File: src/rtl/utf16_to_utf8_transcoder_top_assert.svh
// assertion macros shared by the transcoder queue and back modules
`ifndef UTF16_TO_UTF8_TRANSCODER_TOP_ASSERT_SVH
`define UTF16_TO_UTF8_TRANSCODER_TOP_ASSERT_SVH

// same-cycle implication, clocked on clk, off during reset
`define U16U8_ASSERT_IMP(lbl, ante, cons, msg) \
	lbl: assert property (@(posedge clk) disable iff (!arst_n) (ante) |-> (cons)) \
		else $error(msg);

// next-cycle implication
`define U16U8_ASSERT_NXT(lbl, ante, cons, msg) \
	lbl: assert property (@(posedge clk) disable iff (!arst_n) (ante) |=> (cons)) \
		else $error(msg);

`endif

File: src/rtl/u16u8_pkg.sv
package u16u8_pkg;

	localparam int QUEUE_AW = 1;

	localparam logic [5:0] SURR_HIGH_TAG = 6'b110110;
	localparam logic [5:0] SURR_LOW_TAG  = 6'b110111;
	localparam logic [20:0] SUPP_BASE    = 21'h10000;

	localparam logic [7:0] LEAD_2 = 8'd192;
	localparam logic [7:0] LEAD_3 = 8'd224;
	localparam logic [7:0] LEAD_4 = 8'd240;
	localparam logic [7:0] CONT   = 8'd128;

	typedef struct packed {
		logic [15:0] code_unit;
		logic        last_unit;
	} in_beat_t;

	typedef struct packed {
		logic [7:0] out_byte;
		logic       char_done;
		logic       string_done;
		logic       bad_sequence;
	} out_beat_t;

	typedef enum logic {
		JOB_CHAR,
		JOB_ERR
	} job_kind_t;

	// one queued job: a code point to encode or an error marker
	typedef struct packed {
		job_kind_t   kind;
		logic [20:0] cp;
		logic [1:0]  last_idx;
		logic        last;
	} job_t;

	function automatic logic [1:0] utf8_last_idx(input logic [20:0] cp);
		logic [1:0] r;
		if (cp < 21'h80) begin
			r = 2'd0;
		end else if (cp < 21'h800) begin
			r = 2'd1;
		end else if (cp < SUPP_BASE) begin
			r = 2'd2;
		end else begin
			r = 2'd3;
		end
		return r;
	endfunction

	function automatic logic [7:0] utf8_byte(input logic [20:0] cp, input logic [1:0] last_idx,
			input logic [1:0] idx);
		logic [7:0] b;
		b = CONT;
		case (last_idx)
			2'd0: b = {1'b0, cp[6:0]};
			2'd1: b = (idx == 2'd0) ? (LEAD_2 | {3'b000, cp[10:6]}) : (CONT | {2'b00, cp[5:0]});
			2'd2: begin
				case (idx)
					2'd0: b = LEAD_3 | {4'b0000, cp[15:12]};
					2'd1: b = CONT | {2'b00, cp[11:6]};
					default: b = CONT | {2'b00, cp[5:0]};
				endcase
			end
			default: begin
				case (idx)
					2'd0: b = LEAD_4 | {5'b00000, cp[20:18]};
					2'd1: b = CONT | {2'b00, cp[17:12]};
					2'd2: b = CONT | {2'b00, cp[11:6]};
					default: b = CONT | {2'b00, cp[5:0]};
				endcase
			end
		endcase
		return b;
	endfunction

endpackage

File: src/rtl/u16u8_front.sv
module u16u8_front (
	input  logic                clk,
	input  logic                arst_n,
	input  logic                in_valid,
	output logic                in_ready,
	input  u16u8_pkg::in_beat_t in_beat,
	input  logic                q_full,
	output logic                push,
	output u16u8_pkg::job_t     push_job
);
	import u16u8_pkg::*;

	logic       high_pending_q;
	logic [9:0] high_bits_q;
	logic       error_latched_q;

	logic       accept;
	logic       is_high;
	logic       is_low;
	logic       last;
	logic [20:0] pair_cp;
	logic [20:0] enc_cp;
	logic       emit_char;
	logic       emit_err;
	logic       hp_d;
	logic       err_d;

	assign in_ready = !q_full;
	assign accept   = in_valid && in_ready;
	assign is_high  = in_beat.code_unit[15:10] == SURR_HIGH_TAG;
	assign is_low   = in_beat.code_unit[15:10] == SURR_LOW_TAG;
	assign last     = in_beat.last_unit;
	assign pair_cp  = SUPP_BASE + {1'b0, high_bits_q, in_beat.code_unit[9:0]};

	// classify the unit against the held state
	always_comb begin
		emit_char = 1'b0;
		emit_err  = 1'b0;
		hp_d      = 1'b0;
		err_d     = 1'b0;
		enc_cp    = {5'd0, in_beat.code_unit};
		if (error_latched_q) begin
			emit_err = last;
			err_d    = !last;
		end else if (high_pending_q) begin
			if (is_low) begin
				emit_char = 1'b1;
				enc_cp    = pair_cp;
			end else begin
				emit_err = last;
				err_d    = !last;
			end
		end else if (is_high) begin
			emit_err = last;
			hp_d     = !last;
		end else begin
			emit_char = 1'b1;
		end
	end

	assign push              = accept && (emit_char || emit_err);
	assign push_job.kind     = emit_err ? JOB_ERR : JOB_CHAR;
	assign push_job.cp       = enc_cp;
	assign push_job.last_idx = emit_err ? 2'd0 : utf8_last_idx(enc_cp);
	assign push_job.last     = last;

	always_ff @(posedge clk or negedge arst_n) begin
		if (!arst_n) begin
			high_pending_q  <= 1'b0;
			error_latched_q <= 1'b0;
		end else if (accept) begin
			high_pending_q  <= hp_d;
			error_latched_q <= err_d;
		end
	end

	always_ff @(posedge clk) begin
		if (accept && !error_latched_q && !high_pending_q && is_high) begin
			high_bits_q <= in_beat.code_unit[9:0];
		end
	end

endmodule

File: src/rtl/u16u8_queue.sv
module u16u8_queue (
	input  logic            clk,
	input  logic            arst_n,
	input  logic            push,
	input  u16u8_pkg::job_t push_job,
	output logic            full,
	input  logic            pop,
	output logic            head_valid,
	output u16u8_pkg::job_t head_job
);
	import u16u8_pkg::*;

	localparam int DEPTH = 2 ** QUEUE_AW;

	job_t                mem [DEPTH];
	logic [QUEUE_AW-1:0] wr_ptr_q;
	logic [QUEUE_AW-1:0] rd_ptr_q;
	logic [QUEUE_AW:0]   count_q;

	assign full       = count_q == (QUEUE_AW + 1)'(DEPTH);
	assign head_valid = count_q != '0;
	assign head_job   = mem[rd_ptr_q];

	always_ff @(posedge clk) begin
		if (push) begin
			mem[wr_ptr_q] <= push_job;
		end
	end

	always_ff @(posedge clk or negedge arst_n) begin
		if (!arst_n) begin
			wr_ptr_q <= '0;
			rd_ptr_q <= '0;
			count_q  <= '0;
		end else begin
			if (push) begin
				wr_ptr_q <= wr_ptr_q + 1'b1;
			end
			if (pop) begin
				rd_ptr_q <= rd_ptr_q + 1'b1;
			end
			if (push && !pop) begin
				count_q <= count_q + (QUEUE_AW + 1)'(1);
			end else if (pop && !push) begin
				count_q <= count_q - (QUEUE_AW + 1)'(1);
			end
		end
	end

`include "utf16_to_utf8_transcoder_top_assert.svh"

	`U16U8_ASSERT_IMP(a_no_push_full, push, !full, "push into full queue")
	`U16U8_ASSERT_IMP(a_no_pop_empty, pop, head_valid, "pop from empty queue")
	`U16U8_ASSERT_IMP(a_count_range, 1'b1, count_q <= (QUEUE_AW + 1)'(DEPTH),
		"queue count out of range")

endmodule

File: src/rtl/u16u8_back.sv
module u16u8_back (
	input  logic                 clk,
	input  logic                 arst_n,
	input  logic                 head_valid,
	input  u16u8_pkg::job_t      head_job,
	output logic                 pop,
	output logic                 out_valid,
	input  logic                 out_ready,
	output u16u8_pkg::out_beat_t out_beat
);
	import u16u8_pkg::*;

	logic      out_valid_q;
	out_beat_t out_beat_q;
	logic [1:0] idx_q;
	logic      load;
	logic      final_byte;
	out_beat_t next_beat;

	assign load       = head_valid && (!out_valid_q || out_ready);
	assign final_byte = idx_q == head_job.last_idx;
	assign pop        = load && final_byte;

	always_comb begin
		if (head_job.kind == JOB_ERR) begin
			next_beat.out_byte     = 8'd0;
			next_beat.char_done    = 1'b0;
			next_beat.string_done  = 1'b1;
			next_beat.bad_sequence = 1'b1;
		end else begin
			next_beat.out_byte     = utf8_byte(head_job.cp, head_job.last_idx, idx_q);
			next_beat.char_done    = final_byte;
			next_beat.string_done  = final_byte && head_job.last;
			next_beat.bad_sequence = 1'b0;
		end
	end

	always_ff @(posedge clk or negedge arst_n) begin
		if (!arst_n) begin
			out_valid_q <= 1'b0;
			idx_q       <= 2'd0;
		end else begin
			if (load) begin
				out_valid_q <= 1'b1;
				idx_q       <= final_byte ? 2'd0 : idx_q + 2'd1;
			end else if (out_ready) begin
				out_valid_q <= 1'b0;
			end
		end
	end

	always_ff @(posedge clk) begin
		if (load) begin
			out_beat_q <= next_beat;
		end
	end

	assign out_valid = out_valid_q;
	assign out_beat  = out_beat_q;

`include "utf16_to_utf8_transcoder_top_assert.svh"

	`U16U8_ASSERT_IMP(a_idx_in_job, head_valid, idx_q <= head_job.last_idx,
		"byte index past end of character")
	`U16U8_ASSERT_IMP(a_err_shape, out_valid_q && out_beat_q.bad_sequence,
		out_beat_q.string_done && !out_beat_q.char_done && out_beat_q.out_byte == 8'd0,
		"malformed error beat")
	`U16U8_ASSERT_IMP(a_end_on_char,
		out_valid_q && out_beat_q.string_done && !out_beat_q.bad_sequence,
		out_beat_q.char_done, "string end off a character boundary")

endmodule

File: src/rtl/utf16_to_utf8_transcoder_top.sv
// channel | dir | handshake            | payload
// input   | in  | in_valid / in_ready   | in_beat  (code_unit, last_unit)
// output  | out | out_valid / out_ready | out_beat (out_byte, char_done, string_done,
//         |     |                       |           bad_sequence)
//
// one utf-16 unit is taken per cycle while the job queue has room
// each output beat carries one utf-8 byte, so a unit yields one beat per byte:
//   1 to 3 beats for a bmp unit, 4 for a surrogate pair, 0 for a held high surrogate
// the byte sequencer and its single output register set the sustained rate
// reset clears the surrogate/error state, the job queue and the output register
// either side may stall freely; the two-entry queue absorbs the difference
module utf16_to_utf8_transcoder_top (
	input  logic                 clk,
	input  logic                 arst_n,
	input  logic                 in_valid,
	output logic                 in_ready,
	input  u16u8_pkg::in_beat_t  in_beat,
	output logic                 out_valid,
	input  logic                 out_ready,
	output u16u8_pkg::out_beat_t out_beat
);
	import u16u8_pkg::*;

	// front to queue
	logic push;
	job_t push_job;
	logic q_full;

	// queue to back
	logic head_valid;
	job_t head_job;
	logic pop;

	// front: surrogate pairing and error tracking, one job per beat that yields output
	u16u8_front u_front (
		.clk      (clk),
		.arst_n   (arst_n),
		.in_valid (in_valid),
		.in_ready (in_ready),
		.in_beat  (in_beat),
		.q_full   (q_full),
		.push     (push),
		.push_job (push_job)
	);

	// short job queue so the front keeps taking units while bytes drain
	u16u8_queue u_queue (
		.clk        (clk),
		.arst_n     (arst_n),
		.push       (push),
		.push_job   (push_job),
		.full       (q_full),
		.pop        (pop),
		.head_valid (head_valid),
		.head_job   (head_job)
	);

	// back: steps through the bytes of each job into the output register
	u16u8_back u_back (
		.clk        (clk),
		.arst_n     (arst_n),
		.head_valid (head_valid),
		.head_job   (head_job),
		.pop        (pop),
		.out_valid  (out_valid),
		.out_ready  (out_ready),
		.out_beat   (out_beat)
	);

endmodule

File: config.mk
export PLATFORM = sky130hd
export DESIGN_NAME = utf16_to_utf8_transcoder_top
export DESIGN_NICKNAME = d
export VERILOG_FILES = /design/src/rtl/u16u8_pkg.sv /design/src/rtl/u16u8_front.sv /design/src/rtl/u16u8_queue.sv /design/src/rtl/u16u8_back.sv /design/src/rtl/utf16_to_utf8_transcoder_top.sv
export VERILOG_INCLUDE_DIRS = /design/src /design/src/rtl
export SDC_FILE = /design/constraint.sdc
export NUM_CORES = 1
export LEC_CHECK = 0
export ABC_AREA = 1
export BUFFER_PORTS_ARGS = -buffer_cell sky130_fd_sc_hd__buf_2
export CORE_ASPECT_RATIO = 1.5
export CORE_MARGIN = 5
export CORE_UTILIZATION = 55
export CTS_CLUSTER_SIZE = 30
export DETAILED_ROUTE_END_ITERATION = 16
export HOLD_SLACK_MARGIN = 0.08
export MAX_ROUTING_LAYER = met4
export PLACE_DENSITY = 0.75
export SETUP_SLACK_MARGIN = 0.2
export SYNTH_ARGS = -nofsm -noshare
export SYNTH_HDL_FRONTEND = slang
export SYNTH_SLANG_ARGS = --single-unit
File: constraint.sdc
create_clock -name clk -period 2.8 [get_ports clk]
set_input_delay 0.42 -clock clk [delete_from_list [all_inputs] [get_ports clk]]
set_output_delay 0.42 -clock clk [all_outputs]
set_load 0.02 [all_outputs]
# [After elaboration in Yosys (flattened, before gate mapping)]
# Memories as Yosys holds them, arrays and structs flattened.
# Cells that the tools add are included.
[word_totals] register_bits=30 wordCells=88 out_inout_bits=13 ram_bits=50 inputBits=21 mem_count=1
[classes] n_eq_ne=8 reduce_logical=24 mux=34 n_addsub=6 magnitude_cmp=3
[mem_list] name="u_queue.mem" depth=2 width=25 rd=1 rd_clocked_by_memory_dff=0 wr=1 line="u16u8_queue.sv:15" source="job_t mem [DEPTH];"
[op_table] cell="$mux W21" n=3
[op_table] cell="$pmux W8 S3" n=1
[op_table] cell="$add A17 B20 Y21 const A" n=1
[op_table] cell="$lt A21 B12 Y1 const B" n=1
[op_table] cell="$lt A21 B17 Y1 const B" n=1
[op_table] cell="$lt A21 B8 Y1 const B" n=1
[op_table] cell="$mux W1" n=21
[op_table] cell="$pmux W7 S3" n=1
[op_table] cell="$pmux W7 S2" n=1
[op_table] cell="$eq A6 B6 Y1 const B" n=2
[op_table] cell="$mux W2" n=6
[op_table] cell="$logic_and A1 B1 Y1" n=10
[op_table] cell="$logic_not A1 Y1" n=7
[op_table] cell="$mux W7" n=1
[op_table] cell="$eq A2 B2 Y1 const B" n=3
[op_table] cell="$reduce_bool A2 Y1" n=3
[op_table] cell="$add A2 B1 Y2 const B" n=2
[op_table] cell="$eq A2 B1 Y1 const B" n=2
[op_table] cell="$logic_not A2 Y1" n=2
[op_table] cell="$add A1 B1 Y1 const B" n=2
[op_table] cell="$eq A2 B2 Y1" n=1
[op_table] cell="$logic_or A1 B1 Y1" n=2
[op_table] cell="$sub A2 B1 Y2 const B" n=1

# [Depth between registers and ports, before layout]
[depth] word_depth=10 depth_mapped=14 depth_no_buf=14

# [Hierarchy]
# A second synthesis with hierarchy kept.
[hier_totals] cells_unflattened=414 hier_area_um2=4265.3
[by_module_without_submodules] mod="u16u8_queue" instances=1 cells_each=103 area_each_um2=2112.0 seq_area_each_um2=1601.5
[by_module_without_submodules] mod="u16u8_back" instances=1 cells_each=185 area_each_um2=1189.9 seq_area_each_um2=405.4
[by_module_without_submodules] mod="u16u8_front" instances=1 cells_each=126 area_each_um2=963.4 seq_area_each_um2=350.3

# [Worst setup path after synthesis]
# No wires, ideal clock.
[synth_path] path_type="input to register" startpoint="in in_beat[14] (netlist bit)" endpoint="mem u_queue.mem[1][0] (netlist bit) (enable)" n_path_buf=0 required_time_ns=2.392 t_arrival_ns=2.205 cell_stages=9 path_slack_ns=0.187 setup_time_ns=0.408 path_cell_list="inv_1 nand2_2 nor2_4 nand3_4 o21ai_2 inv_1 nand2_1 nand2_1 nor2_1"
[synth_between] elab_chain_len=8 word_cells_on_any_way=14 classes_between="eq/ne (2); mux (10); reduce/logical (2)"
[synth_rtl] item="start: declaration" line="utf16_to_utf8_transcoder_top.sv:17" source="input u16u8_pkg::in_beat_t in_beat,"
[synth_rtl] item="$eq A6 B6 Y1 (on tied branches)" line="u16u8_front.sv:30, u16u8_front.sv:31"
[synth_rtl] item="$mux W1 (on tied branches)" line="u16u8_front.sv:53, u16u8_front.sv:46"
[synth_rtl] item="$mux W1" line="u16u8_front.sv:45" source="end else if (high_pending_q) begin"
[synth_rtl] item="$mux W1" line="u16u8_front.sv:42" source="if (error_latched_q) begin"
[synth_rtl] item="$logic_or A1 B1 Y1 *" line="u16u8_front.sv:61" source="assign push = accept && (emit_char || emit_err);"
[synth_rtl] item="$logic_and A1 B1 Y1 *" line="u16u8_front.sv:61"
[synth_rtl] item="$mux W1 *" line="u16u8_queue.sv:25" source="if (push) begin"
[synth_rtl] item="$mux W1 (implied by the code) *" line="u16u8_queue.sv:26" source="mem[wr_ptr_q] <= push_job;"
[synth_rtl] item="end: declaration" line="u16u8_queue.sv:15"
# Mark *: on every way between the ends. The rest lies on a longest branch, timed or not.

# [Worst setup path after layout]
[layout_path] startpoint="reg u_queue.rd_ptr_q" endpoint="reg u_queue.count_q[1]"
[layout_between] elab_chain_len=6 word_cells_on_any_way=8 classes_between="eq/ne (1); mux (1); reduce/logical (5); memory (1)"
[layout_rtl] item="start: declaration" line="u16u8_queue.sv:17" source="logic [QUEUE_AW-1:0] rd_ptr_q;"
[layout_rtl] item="start signal: assignment" line="u16u8_queue.sv:40" source="rd_ptr_q <= rd_ptr_q + 1'b1;"
[layout_rtl] item="$mem_v2 Z2 W25 *"
[layout_rtl] item="$eq A2 B2 Y1 *" line="u16u8_back.sv:21" source="assign final_byte = idx_q == head_job.last_idx;"
[layout_rtl] item="$logic_and A1 B1 Y1 *" line="u16u8_back.sv:22" source="assign pop = load && final_byte;"
[layout_rtl] item="$logic_not A1 Y1" line="u16u8_queue.sv:42" source="if (push && !pop) begin"
[layout_rtl] item="$logic_and A1 B1 Y1" line="u16u8_queue.sv:42"
[layout_rtl] item="$mux W2 / $reduce_bool A2 Y1 (equally long branches)"
[layout_rtl] item="end signal: assignment" line="u16u8_queue.sv:43" source="count_q <= count_q + (QUEUE_AW + 1)'(1);"
[layout_rtl] item="end signal: assignment" line="u16u8_queue.sv:45" source="count_q <= count_q - (QUEUE_AW + 1)'(1);"
[layout_rtl] item="end: declaration" line="u16u8_queue.sv:18" source="logic [QUEUE_AW:0] count_q;"
# Marked as above.
# A chain may end at the register's enable or synchronous reset.

==> impl_results.md <==
* Result of the run: finished clean
* Antenna fix cells at 0
* Overall die width at 77.4 um
* Worst Hold End: u_back.out_valid
* Setup repair after global routing missed its margin: no
* Classification of the worst setup path: reg2reg
* Kind of cell adding the most delay to the critical path: flip-flops
* Slew at the pin closest to its max-slew limit at 0.651 ns
* Launch point of the worst hold path: out_ready
* Clock latency on the worst-skew pair at 0.35 ns
* Post-detailed-route DRC marker count at 0
* Vert. Die Dim at 111 um
* Number of ports placed on the die boundary at 34
* DR iter-0 viols at 134
* Max-Cap Viols at 0
* Cell type with the largest total area after synthesis: sky130_fd_sc_hd__edfxtp_1
* Setup Skew at 0.0115 ns
* Starting Density at 55.5%
* Hold violation total from the final report at 0
* Crit Reg-Reg Startpoint: u_queue.rd_ptr_q
* Clock sink count at 80
* Top cell type's share of synthesized area at 56.8%
* R2R depth at 9
* Number of buffers on the longest clock path at 2
* Leakage power summed over all cells at 0.00174 uW
* Relative area change from synthesis to final layout at 12.9%
* Cell count after placement at 457
* CTS root buf: sky130_fd_sc_hd__clkbuf_8
* Per-instance average area after synthesis at 10.8 um^2
* Top post-synthesis cells by area: sky130_fd_sc_hd__edfxtp_1, sky130_fd_sc_hd__nand2_1, sky130_fd_sc_hd__dfrtp_1
* Endpoint of the lowest-slack register-to-register path: u_queue.count_q[1]
* Number of setup buffers added after CTS at 0
* Max-slew violation total from the final report at 0
* Power density over the cells at 1040 nW/um^2
* Post-synthesis sequential element count at 80
* Worst slew margin relative to its limit at 56.1%
* First-pass iteration count of the detailed router at 4
* Worst endpoint data arrival time at 2.41 ns
* Post-DRT Antenna Nets at 0
* Finish-stage setup viols at 0
* Cell-by-cell listing of the critical path: inv_1 -> nand2_1 -> nand2_4 -> xor2_1 -> nand3_1 -> ha_1 -> a21oi_1 -> o21ai_0 -> xnor2_1
* Routed wire length at 7100 um
* Sum of net half-perimeters after detailed placement at 5240 um
* Combined buffer and inverter count along the critical path at 1
* FFs w/ async S/R, synth at 11.3%
* Largest stage delay, worst path at 0.61 ns
* Area of the die at 8610 um^2
* Final layout net count at 419
* Number of distinct library cells after synthesis at 37
* Hold path cells at 2
* Worst setup startpoint: u_queue.rd_ptr_q
* Vias per inst at 5.45
* Ratio of cells with drive above 1 in the final layout at 18.7%
* Vias in the first global route at 2,568
* Average wire length per cell after detail routing at 15.0 um
* CP Depth at 9
* Routability Congestion at 0.912
* Number of buffers inserted by port buffering at 33
* Crit path time final at 2.18 ns
* Global-route wire length before repair at 11,800 um
* CTS tree: built
* Peak supply drop at 0.547 mV
* Crit path required time at 3.02 ns
* Row count at 37
* Crit end category: register
* Fin cells at 474
* Fill count at 551
* Sum of negative setup slack at 0 ns
* Number of antenna violations at the first check in global routing at 0
* Nets in the synthesized netlist at 375
* Flop-to-flop setup slack at 0.62 ns
* Vias after detailed routing at 2,581
* End-of-flow core utilization at 62.7%
* Sequential area share after synthesis at 62.8%
* Total of cells resized after clock tree synthesis at 0
* Leading cell type by number of instances after synthesis: sky130_fd_sc_hd__edfxtp_1
* CTS clk-pin slew, worst paths at 0.07 ns
* Overall global routing resource usage at 18.3%
* Worst min path class: in2reg
* Post-synthesis cell count at 347
* Synthesized area at 3750 um^2
* Number of warning messages in the yosys log at 0
* Number of enable-type register cells in the synthesized netlist at 71
* Critical-path maximum fanout at 9
* List of most frequent post-synthesis cells: sky130_fd_sc_hd__edfxtp_1, sky130_fd_sc_hd__nand2_1, sky130_fd_sc_hd__inv_1, sky130_fd_sc_hd__nor2_1, sky130_fd_sc_hd__o21ai_0
* CTS buffer count at 9
* Maximum clock rate at 458 MHz
* H-tree depth at 3
* Slowest-stage cell, CP: sky130_fd_sc_hd__dfrtp_1
* Ratio of final minimum period to clock period at 77.9%
* Final global-route overflow total at 0
* Core area at 6760 um^2
* Largest net degree at the start of global routing at 26
* Synth Flop Type: sky130_fd_sc_hd__edfxtp_1
* Startpoint type of the worst setup path: register
## stage by stage
step / worst slack, ns / cell area (um^2) / power, uW / hold WS (ns)
2_1_floorplan: 0.204 / 3750 / 3090 / 0.124
3_5_place_dp: 0.543 / 4010 / 3520 / 0.285
6_report: 0.618 / 4240 / 4420 / 0.266
5_1_grt: 0.412 / 4240 / 4720 / 0.254
3_3_place_gp: 0.655 / 4010 / 3480 / 0.277
4_1_cts: 0.594 / 4240 / 4450 / 0.251
## per-layer routing
layer / routed length (um) / vias to the layer above / global-route usage (%)
met3: 349 / 29 / 4.55
met1: 2760 / 1193 / 18.5
met4: 346 / 0 / 12.4
li1: - / 1278 / -
met5: 0 / - / -
met2: 3650 / 81 / 30.4
## sequential cells by signal, summed over array words and instances, names as in the netlist
signal and cells:
u_back.idx_q 2, u_back.out_beat 11, u_back.out_valid 1, u_front.error_latched_q 1, u_front.high_bits_q 10, u_front.high_pending_q 1
u_queue.count_q 2, u_queue.mem 50, u_queue.rd_ptr_q 1, u_queue.wr_ptr_q 1
## worst reg2reg max path, cell delays in order, from the launching register on
cell                      delay [ns]
sky130_fd_sc_hd__dfrtp_1        0.61
sky130_fd_sc_hd__inv_1          0.11
sky130_fd_sc_hd__nand2_1        0.12
sky130_fd_sc_hd__nand2_4        0.09
sky130_fd_sc_hd__xor2_1         0.19
sky130_fd_sc_hd__nand3_1        0.17
sky130_fd_sc_hd__ha_1           0.36
sky130_fd_sc_hd__a21oi_1        0.13
sky130_fd_sc_hd__o21ai_0        0.14
sky130_fd_sc_hd__xnor2_1        0.15
## repair_timing
action,CTS,global route
endpoints found under the hold margin,9,0
setup endpoints to repair,0,0
hold buffers,1,0
## where the power goes
part | leakage (uW) | switching, uW | internal, uW
clock network | 0.000107 | 408 | 507
logic | 0.000863 | 1160 | 551
registers | 0.000773 | 117 | 1680
total | 0.00174 | 1690 | 2740
## cells in the final DEF, fill, tap and decap left out, types with 4 or more instances in the layout
| cell | synthesis | routed |
|---|---|---|
| sky130_fd_sc_hd__edfxtp_1 | 71 | 71 |
| sky130_fd_sc_hd__nand2_1 | 66 | 66 |
| sky130_fd_sc_hd__inv_1 | 40 | 40 |
| sky130_fd_sc_hd__nor2_1 | 38 | 36 |
| sky130_fd_sc_hd__buf_2 | 0 | 33 |
| sky130_fd_sc_hd__o21ai_0 | 20 | 20 |
| sky130_fd_sc_hd__a21oi_1 | 13 | 13 |
| sky130_fd_sc_hd__nand3_1 | 10 | 10 |
| sky130_fd_sc_hd__clkbuf_8 | 0 | 9 |
| sky130_fd_sc_hd__dfrtp_1 | 9 | 9 |
| sky130_fd_sc_hd__o211ai_1 | 8 | 8 |
| sky130_fd_sc_hd__ha_1 | 7 | 7 |
| sky130_fd_sc_hd__nand4_1 | 6 | 6 |
| sky130_fd_sc_hd__o21ai_1 | 6 | 6 |
| sky130_fd_sc_hd__nand2_2 | 5 | 5 |
| sky130_fd_sc_hd__buf_4 | 3 | 5 |
| sky130_fd_sc_hd__xor2_1 | 4 | 4 |
## logic make-up after synthesis
| logic type | after synthesis | synth area share [%] |
|---|---|---|
| xor gates and xnor gates | 7 | 1.63 |
| adders and majority gates | 7 | 2.33 |
| muxes | 3 | 0.801 |
| buffers and inverters | 48 | 5.50 |
| AOI/OAI and AO/OA | 60 | 9.71 |
| and+or+nand+nor | 142 | 17.2 |
| DFF | 80 | 62.8 |
## worst max-delay path by stage
stage | end | slack [ns]
floorplan | u_queue.mem[0][0] | 0.20
global placement | u_queue.count_q[1] | 0.66
detailed placement | u_queue.count_q[1] | 0.54
CTS | u_queue.count_q[1] | 0.59
global route | u_queue.count_q[1] | 0.41
finish | u_queue.count_q[1] | 0.62
## layout make-up
| cell class | instances | area (um^2) | share of cell area (%) |
|---|---|---|---|
| repair buffers | 39 | 213 | 5.02 |
| well taps | 78 | 97.6 | 2.30 |
| clock buffers | 10 | 128 | 3.01 |
| multi-input cells | 219 | 1190 | 28.2 |
| inverters | 42 | 158 | 3.72 |
| flip-flops and latches | 80 | 2360 | 55.7 |
| clock inverters | 6 | 90.1 | 2.13 |
Power figures use the tool's default switching activity.
